## src/rtl/core/spi_request_frame_receiver_crc8_top_defines.svh

```systemverilog
// Assertion macros shared by the SPI request frame receiver RTL.
// Included by the modules that carry concurrent checks; no other dependencies.
`ifndef SPI_REQUEST_FRAME_RECEIVER_CRC8_TOP_DEFINES_SVH
`define SPI_REQUEST_FRAME_RECEIVER_CRC8_TOP_DEFINES_SVH

// Same-cycle implication, disabled during reset.
`define SRFR_ASSERT_IMPL(lbl, clk, rst_n, ante, cons) \
    lbl: assert property (@(posedge clk) disable iff (!(rst_n)) (ante) |-> (cons)) \
        else $error("%m: check failed");

// Next-cycle implication, disabled during reset.
`define SRFR_ASSERT_NEXT(lbl, clk, rst_n, ante, cons) \
    lbl: assert property (@(posedge clk) disable iff (!(rst_n)) (ante) |=> (cons)) \
        else $error("%m: check failed");

`endif

```

## src/rtl/core/srfr_pkg.sv

```systemverilog
// Shared types, constants and the CRC-8 byte update for the SPI request receiver.
// No dependencies.
package srfr_pkg;

    localparam int unsigned DataW = 8;
    localparam int unsigned WordW = 16;
    localparam int unsigned KindW = 2;
    localparam int unsigned StatusW = 2;
    localparam int unsigned IndexW = 3;

    localparam int unsigned STdataW = 8;
    localparam int unsigned STuserW = 3;
    localparam int unsigned MTdataW = 64;

    localparam logic [DataW-1:0] CrcPoly = 8'h07;
    localparam logic [DataW-1:0] CrcMsb  = 8'h80;
    localparam logic [DataW-1:0] TxWait  = 8'd100;
    localparam logic [DataW-1:0] TxIdle  = 8'd0;
    localparam logic [DataW-1:0] RxAck   = 8'd101;
    localparam logic [DataW-1:0] RxOk    = 8'd102;

    localparam logic CmdStart = 1'b0;
    localparam logic CmdByte  = 1'b1;

    localparam logic [KindW-1:0] KindHello    = 2'd0;
    localparam logic [KindW-1:0] KindThrottle = 2'd1;
    localparam logic [KindW-1:0] KindVoltage  = 2'd2;

    localparam logic [IndexW-1:0] ThrottleBytes = 3'd6;
    localparam logic [IndexW-1:0] VoltageBytes  = 3'd2;

    localparam logic [StatusW-1:0] StOk    = 2'd0;
    localparam logic [StatusW-1:0] StNoAck = 2'd1;
    localparam logic [StatusW-1:0] StCrc   = 2'd2;

    typedef struct packed {
        logic               command;
        logic [KindW-1:0]   msg_kind;
        logic [DataW-1:0]   rx_byte;
    } item_t;

    typedef struct packed {
        logic [DataW-1:0]   tx_byte;
        logic               frame_done;
        logic [StatusW-1:0] status;
        logic [WordW-1:0]   motor_left;
        logic [WordW-1:0]   motor_right;
        logic [WordW-1:0]   voltage;
    } result_t;

    // CRC-8, MSB first, one byte per call: eight shallow shift/xor steps.
    function automatic logic [DataW-1:0] crc8_byte(input logic [DataW-1:0] acc,
                                                   input logic [DataW-1:0] din);
        logic [DataW-1:0] d;
        d = acc ^ din;
        for (int i = 0; i < 8; i++) begin
            if ((d & CrcMsb) != '0) begin
                d = {d[DataW-2:0], 1'b0} ^ CrcPoly;
            end else begin
                d = {d[DataW-2:0], 1'b0};
            end
        end
        return d;
    endfunction

endpackage

```

## src/rtl/core/srfr_engine.sv

```systemverilog
// Exchange sequencer: holds the frame state and published words, and forms
// the result for each accepted item. Uses srfr_pkg and the assertion header.
`include "spi_request_frame_receiver_crc8_top_defines.svh"

module srfr_engine (
    input  logic              aclk,
    input  logic              aresetn,
    input  logic              in_accept,
    input  srfr_pkg::item_t   item,
    output srfr_pkg::result_t result
);

    typedef enum logic [1:0] {
        PH_IDLE  = 2'd0,
        PH_FIRST = 2'd1,
        PH_BODY  = 2'd2
    } phase_t;

    phase_t                            phase_reg, phase_next;
    logic [srfr_pkg::KindW-1:0]        kind_reg, kind_next;
    logic [srfr_pkg::IndexW-1:0]       index_reg, index_next;
    logic [srfr_pkg::DataW-1:0]        crc_reg, crc_next;
    logic [srfr_pkg::DataW-1:0]        high_reg, high_next;
    logic [srfr_pkg::WordW-1:0]        left_reg, left_next;
    logic [srfr_pkg::WordW-1:0]        right_reg, right_next;
    logic [srfr_pkg::WordW-1:0]        volt_reg, volt_next;
    logic [srfr_pkg::WordW-1:0]        pend_reg, pend_next;
    logic [srfr_pkg::IndexW-1:0]       nbytes;
    logic [srfr_pkg::WordW-1:0]        word;

    assign nbytes = (kind_reg == srfr_pkg::KindThrottle) ? srfr_pkg::ThrottleBytes
                                                         : srfr_pkg::VoltageBytes;
    assign word = {high_reg, item.rx_byte};

    always_comb begin
        phase_next = phase_reg;
        kind_next  = kind_reg;
        index_next = index_reg;
        crc_next   = crc_reg;
        high_next  = high_reg;
        left_next  = left_reg;
        right_next = right_reg;
        volt_next  = volt_reg;
        pend_next  = pend_reg;
        result.tx_byte    = srfr_pkg::TxIdle;
        result.frame_done = 1'b0;
        result.status     = srfr_pkg::StOk;

        if (item.command == srfr_pkg::CmdStart) begin
            // kind 3 is not a request: abort and go idle
            if (item.msg_kind == srfr_pkg::KindHello || item.msg_kind == srfr_pkg::KindThrottle
                || item.msg_kind == srfr_pkg::KindVoltage) begin
                phase_next = PH_FIRST;
                kind_next  = item.msg_kind;
                index_next = '0;
                crc_next   = '0;
                high_next  = '0;
                result.tx_byte = srfr_pkg::DataW'(item.msg_kind) + srfr_pkg::DataW'(1);
            end else begin
                phase_next = PH_IDLE;
            end
        end else begin
            case (phase_reg)
                PH_FIRST: begin
                    if (kind_reg == srfr_pkg::KindHello || item.rx_byte == srfr_pkg::RxAck) begin
                        phase_next = PH_BODY;
                        index_next = '0;
                        result.tx_byte = srfr_pkg::TxWait;
                    end else begin
                        phase_next = PH_IDLE;
                        result.frame_done = 1'b1;
                        result.status     = srfr_pkg::StNoAck;
                    end
                end
                PH_BODY: begin
                    if (kind_reg == srfr_pkg::KindHello) begin
                        phase_next = PH_IDLE;
                        result.frame_done = 1'b1;
                        result.status = (item.rx_byte == srfr_pkg::RxOk) ? srfr_pkg::StOk
                                                                        : srfr_pkg::StNoAck;
                    end else if (index_reg < nbytes) begin
                        crc_next = srfr_pkg::crc8_byte(crc_reg, item.rx_byte);
                        if (!index_reg[0]) begin
                            high_next = item.rx_byte;
                        end else if (kind_reg == srfr_pkg::KindVoltage) begin
                            pend_next = word;
                        end else if (index_reg == 3'd1) begin
                            left_next = word;
                        end else if (index_reg == 3'd3) begin
                            right_next = word;
                        end else begin
                            volt_next = word;
                        end
                        index_next = index_reg + 3'd1;
                        result.tx_byte = srfr_pkg::TxWait;
                    end else begin
                        // checksum byte
                        phase_next = PH_IDLE;
                        result.frame_done = 1'b1;
                        if (item.rx_byte == crc_reg) begin
                            result.status = srfr_pkg::StOk;
                            if (kind_reg == srfr_pkg::KindVoltage) begin
                                volt_next = pend_reg;
                            end
                        end else begin
                            result.status = srfr_pkg::StCrc;
                            if (kind_reg == srfr_pkg::KindThrottle) begin
                                left_next  = '0;
                                right_next = '0;
                                volt_next  = '0;
                            end
                        end
                    end
                end
                default: begin
                    // byte while idle is ignored
                end
            endcase
        end

        result.motor_left  = left_next;
        result.motor_right = right_next;
        result.voltage     = volt_next;
    end

    always_ff @(posedge aclk) begin
        if (!aresetn) begin
            phase_reg <= PH_IDLE;
            kind_reg  <= '0;
            index_reg <= '0;
            crc_reg   <= '0;
            high_reg  <= '0;
            left_reg  <= '0;
            right_reg <= '0;
            volt_reg  <= '0;
            pend_reg  <= '0;
        end else if (in_accept) begin
            phase_reg <= phase_next;
            kind_reg  <= kind_next;
            index_reg <= index_next;
            crc_reg   <= crc_next;
            high_reg  <= high_next;
            left_reg  <= left_next;
            right_reg <= right_next;
            volt_reg  <= volt_next;
            pend_reg  <= pend_next;
        end
    end

    `SRFR_ASSERT_NEXT(a_done_goes_idle, aclk, aresetn, in_accept && result.frame_done, phase_reg == PH_IDLE)
    `SRFR_ASSERT_IMPL(a_status_only_when_done, aclk, aresetn, result.status != srfr_pkg::StOk, result.frame_done)
    `SRFR_ASSERT_IMPL(a_index_in_range, aclk, aresetn, phase_reg == PH_BODY, index_reg <= srfr_pkg::ThrottleBytes)
    `SRFR_ASSERT_NEXT(a_idle_byte_keeps_words, aclk, aresetn, in_accept && phase_reg == PH_IDLE && item.command == srfr_pkg::CmdByte, $stable(left_reg) && $stable(volt_reg))

endmodule

```

## src/rtl/core/srfr_out_reg.sv

```systemverilog
// Result register between the sequencer and the output channel.
// Uses srfr_pkg.
module srfr_out_reg (
    input  logic              aclk,
    input  logic              aresetn,
    input  logic              load,
    input  srfr_pkg::result_t result,
    input  logic              m_tready,
    output logic              m_tvalid,
    output srfr_pkg::result_t held,
    output logic              can_load
);

    logic              valid_reg;
    srfr_pkg::result_t data_reg;

    // a waiting result that is being taken frees the register this cycle
    assign can_load = !valid_reg || m_tready;
    assign m_tvalid = valid_reg;
    assign held     = data_reg;

    always_ff @(posedge aclk) begin
        if (!aresetn) begin
            valid_reg <= 1'b0;
        end else if (load) begin
            valid_reg <= 1'b1;
        end else if (m_tready) begin
            valid_reg <= 1'b0;
        end
    end

    always_ff @(posedge aclk) begin
        if (load) begin
            data_reg <= result;
        end
    end

endmodule

```

## src/rtl/core/spi_request_frame_receiver_crc8_top.sv

```systemverilog
// Top level of the SPI request/response frame receiver with CRC-8 check.
// Uses srfr_pkg, srfr_engine and srfr_out_reg.
//
//  port group   direction  carries
//  s_*          in         one item per received byte or start request
//  m_*          out        one result per item, m_tlast marks end of exchange
//
// One result per item; each result is registered in the output register.
// An item may be accepted every cycle; s_tready drops only while a result
// waits in the output register and m_tready is low.
// Reset (aresetn low, synchronous) returns the exchange to idle and clears
// all published words; the output register comes up empty.
module spi_request_frame_receiver_crc8_top (
    input  logic                           aclk,
    input  logic                           aresetn,
    input  logic                           s_tvalid,
    output logic                           s_tready,
    input  logic [srfr_pkg::STdataW-1:0]   s_tdata,  // rx_byte[7:0]
    input  logic [srfr_pkg::STuserW-1:0]   s_tuser,  // command[0], msg_kind[2:1]
    output logic                           m_tvalid,
    input  logic                           m_tready,
    output logic [srfr_pkg::MTdataW-1:0]   m_tdata,  // tx_byte[7:0], status[9:8],
                                                     // motor_left[25:10],
                                                     // motor_right[41:26],
                                                     // voltage[57:42], zeros above
    output logic                           m_tlast   // frame_done
);

    logic              in_accept;
    logic              can_load;
    srfr_pkg::item_t   item;
    srfr_pkg::result_t result;
    srfr_pkg::result_t held;

    assign s_tready  = can_load;
    assign in_accept = s_tvalid && can_load;

    assign item.command  = s_tuser[0];
    assign item.msg_kind = s_tuser[2:1];
    assign item.rx_byte  = s_tdata;

    srfr_engine u_engine (
        .aclk      (aclk),
        .aresetn   (aresetn),
        .in_accept (in_accept),
        .item      (item),
        .result    (result)
    );

    srfr_out_reg u_out_reg (
        .aclk     (aclk),
        .aresetn  (aresetn),
        .load     (in_accept),
        .result   (result),
        .m_tready (m_tready),
        .m_tvalid (m_tvalid),
        .held     (held),
        .can_load (can_load)
    );

    assign m_tdata = {6'd0, held.voltage, held.motor_right, held.motor_left,
                      held.status, held.tx_byte};
    assign m_tlast = held.frame_done;

endmodule

```

## config.mk

```make
export PLATFORM = sky130hd
export DESIGN_NAME = spi_request_frame_receiver_crc8_top
export DESIGN_NICKNAME = d
export VERILOG_FILES = /design/src/rtl/core/srfr_pkg.sv /design/src/rtl/core/srfr_engine.sv /design/src/rtl/core/srfr_out_reg.sv /design/src/rtl/core/spi_request_frame_receiver_crc8_top.sv
export VERILOG_INCLUDE_DIRS = /design/src /design/src/rtl/core
export SDC_FILE = /design/constraint.sdc
export NUM_CORES = 1
export LEC_CHECK = 0
export BUFFER_PORTS_ARGS = -buffer_cell sky130_fd_sc_hd__buf_2
export CAP_MARGIN = 5
export CORE_UTILIZATION = 33
export DETAILED_ROUTE_END_ITERATION = 8
export HOLD_SLACK_MARGIN = 0.06
export PLACE_DENSITY_LB_ADDON = 0.08
export SLEW_MARGIN = 25
export SYNTH_ARGS = -nofsm -noshare
export SYNTH_HDL_FRONTEND = slang
export SYNTH_SLANG_ARGS = --single-unit
```

## constraint.sdc

```tcl
create_clock -name aclk -period 3.4 [get_ports aclk]
set_input_delay 0.34 -clock aclk [delete_from_list [all_inputs] [get_ports aclk]]
set_output_delay 0.34 -clock aclk [all_outputs]
set_load 0.01 [all_outputs]
```

==> qor.csv <==
metric;value;unit
run_status;complete, no violations;
irDropWorstVdd;0.233;mV
r2r_cells;8;
grt_setup_unrepaired;no;
placedInstanceArea;0.00846;mm²
grt_util_all_layers;20.3;%
critPathLaunch;u_engine.phase_reg[0]$_SDFFE_PN0P_;
synthesis.yosys.warnings;0;
vias;6459;
number_of_global_route_vias_before_repair;6225;
layout-drive-gt1-share;19.0;%
avgRoutedWirePerCell;19.8;µm
worst-setup-path-type;reg2reg;
worstMarginPinSlew;0.877;ns
timing_hold_violations_final;0;
grt_antenna_before_repair;0;
worst_skew_pair.late_latency;0.43;ns
clock_transition_at_the_register_clock_pins_on_the_worst_setup_and_hold_paths_after_cts;0.06;ns
dp_worst_setup_slack;0.613;ns
leakage;3.38;nW
cts_root_buffer;sky130_fd_sc_hd__clkbuf_16;
synth_seq_cells;143;
fin_crit_sh;84.2;%
number_of_flops_mapped_to_enable_cells_by_yosys;55;
drc;0;
syn_area;0.00772;mm²
syn_inst;810;
ys_top_cells_by_area;sky130_fd_sc_hd__dfxtp_1 23%, sky130_fd_sc_hd__edfxtp_1 21%, sky130_fd_sc_hd__nor2b_1 4.4%, sky130_fd_sc_hd__mux2i_1 4.0%, sky130_fd_sc_hd__nand2_1 3.9%;
number_of_flip_flops_in_the_largest_register;55;
cts_post_setup_buffers_inserted;0;
synth.avg_cell_area;9.54;µm²
min-delay-start;s_tuser[2];
drv.max_cap_violation_count;0;
setup_slack;0.536;ns
ys_types;63;
cts_made_buffers;17;
timing.critical_path.fanout_max;17;
worst_setup_path_end_kind;flip-flop;
critical_path.endpoint;u_engine.volt_reg[14]$_SDFFE_PN0P_;
postSynth.topFlopCell;sky130_fd_sc_hd__dfxtp_1;
post-synth-top-area-fraction;22.8;%
yosys.area.top_type;sky130_fd_sc_hd__dfxtp_1;
grt_max_degree;47;
reg2reg_to;u_engine.volt_reg[14]$_SDFFE_PN0P_;
final-seq-area;0.00341;mm²
power-per-cell-area;451;mW/mm²
cts.sinks;143;
core_area;0.0228;mm²
critical_path_startpoint_category;flip-flop;
ant_nets;0;
ff2ff_setup_slack;0.54;ns
detailedPlacementHpwl;15.8;mm
floorplan.initialDensity;33.9;%
critical_path_required;3.77;ns
finClkSkew;0.00877;ns
port-buffer-count;72;
detail_route.vias_per_cell;5.40;
layout.nets;896;
clk_path_buf_depth;2;
fillers;2254;
first_pass_grt_wire_length;36.8;mm
postCtsHoldBufs;0;
drt-total-wl;23.7;mm
area_growth_syn_to_layout;17.6;%
layout_common_cells;88 x sky130_fd_sc_hd__dfxtp_1, 80 x sky130_fd_sc_hd__nand2_1, 72 x sky130_fd_sc_hd__buf_2;
final_util;39.9;%
cp.arrival;3.23;ns
cts_tree;yes;
boundaryPins;82;
ctsResizeCount;0;
fmax;349;MHz
dieArea;0.0240;mm²
seq_area_frac_synth;44.2;%
timing.final.max_slew_violations;0;
drtIter0Drc;549;
die_w;155;µm
slew_headroom;41.4;%
grt.overflow.total;0;
hold_path_depth;3;
finalWorstPathRequiredPeriod;2.86;ns
synthArstFlopShare;0;%
multi_input_area;0.00385;mm²
worstReg2RegStart;u_engine.phase_reg[0]$_SDFFE_PN0P_;
hold_removal_path_class;in2reg;
fp-row-count;55;
fp.dieH;155;µm
setup_total_negative_slack;0;ns
routabilityCongestion;0.794;
commonest_non_fill_non_tap_cell_in_the_layout;sky130_fd_sc_hd__dfxtp_1;
drt_pass1_iterations;6;
antenna_cells_inserted;0;
setup_viol;0;
cts_htree_levels;4;
finalInstanceArea;0.00908;mm²
final cells by class:
class	instances	share of cell area [%]
multi-input cells	559	42.4
repair buffers	105	7.11
flip-flops and latches	143	37.6
inverters	44	1.82
clock inverters	14	2.00
well taps	313	4.31
clock buffers	18	4.83
Yosys cell counts, types with 4 or more instances:
master / number
sky130_fd_sc_hd__a21o_1: 11
sky130_fd_sc_hd__a221oi_1: 15
sky130_fd_sc_hd__edfxtp_1: 55
sky130_fd_sc_hd__nand3_1: 7
sky130_fd_sc_hd__buf_1: 7
sky130_fd_sc_hd__o22ai_1: 18
sky130_fd_sc_hd__or3_1: 8
sky130_fd_sc_hd__mux2i_1: 31
sky130_fd_sc_hd__a22o_1: 9
sky130_fd_sc_hd__o21a_1: 9
sky130_fd_sc_hd__clkbuf_1: 40
sky130_fd_sc_hd__a21oi_1: 43
sky130_fd_sc_hd__a21bo_2: 15
sky130_fd_sc_hd__nand2_1: 80
sky130_fd_sc_hd__ha_1: 11
sky130_fd_sc_hd__o31ai_1: 7
sky130_fd_sc_hd__o2111a_1: 7
sky130_fd_sc_hd__xor2_1: 8
sky130_fd_sc_hd__nor2b_1: 54
sky130_fd_sc_hd__a22oi_1: 31
sky130_fd_sc_hd__and2_1: 9
sky130_fd_sc_hd__a41oi_1: 16
sky130_fd_sc_hd__nand2b_1: 7
sky130_fd_sc_hd__nand4_1: 10
sky130_fd_sc_hd__a21boi_0: 18
sky130_fd_sc_hd__dfxtp_1: 88
sky130_fd_sc_hd__a221o_1: 16
sky130_fd_sc_hd__nor4_1: 4
sky130_fd_sc_hd__xnor2_1: 12
sky130_fd_sc_hd__and3_1: 4
sky130_fd_sc_hd__inv_1: 44
sky130_fd_sc_hd__buf_2: 11
sky130_fd_sc_hd__buf_4: 13
sky130_fd_sc_hd__nor2_1: 27
sky130_fd_sc_hd__o21ai_0: 25
metal layers:
metal,GRT usage [%],wire length (µm)
met5,0,0
met4,5.94,291
met3,3.34,1210
met2,31.9,10900
met1,28.5,11300
power breakdown:
part	internal (W)	total [W]	switching (W)
clock network	0.00119	0.00200	0.000815
logic	0.0000951	0.000269	0.000174
registers	0.00181	0.00182	0.0000126
stage by stage:
stage | power [W] | hold slack (ns) | cells
global placement | 0.00213 | 0.450 | 1164
global route | 0.00423 | 0.233 | 1196
CTS | 0.00413 | 0.189 | 1196
floorplan | 0.00203 | 0.441 | 818
detailed placement | 0.00213 | 0.463 | 1164
finish | 0.00409 | 0.203 | 1196
kinds of logic (layout without fill, tap and decap cells):
kind of cell             count (synthesis)  in the layout  share of synthesized area, %
adder cells (fa/ha/maj)                 11             11                          1.78
other                                    1              9                        0.0486
AND/OR/NAND/NOR                        224            224                          15.0
multiplexers                            32             32                          4.16
flip-flops                             143            143                          44.2
AO/OA/AOI/OAI                          260            260                          25.1
buffers and inverters                  116            181                          6.54
XOR/XNOR                                23             23                          3.13
critical path: stages (launching register included):
cell                       delay, ns
sky130_fd_sc_hd__dfxtp_1        0.33
sky130_fd_sc_hd__inv_1          0.06
sky130_fd_sc_hd__ha_1           0.56
sky130_fd_sc_hd__o211ai_4       0.30
sky130_fd_sc_hd__nor4_4         0.31
sky130_fd_sc_hd__buf_4          0.22
sky130_fd_sc_hd__nand2_1        0.53
sky130_fd_sc_hd__a21oi_1        0.35
sky130_fd_sc_hd__a221o_1        0.14
how the worst min path moves through the flow:
stage                     slack (ns)                           endpoint
after floorplan                 0.44  u_engine.left_reg[1]$_SDFFE_PN0P_
after global placement          0.45  u_engine.left_reg[1]$_SDFFE_PN0P_
after detailed placement        0.46  u_engine.left_reg[3]$_SDFFE_PN0P_
after CTS                       0.19  u_engine.kind_reg[1]$_SDFFE_PN0P_
after global routing            0.23  u_engine.kind_reg[1]$_SDFFE_PN0P_
final                           0.20  u_engine.kind_reg[1]$_SDFFE_PN0P_
Power figures use the tool's default switching activity.
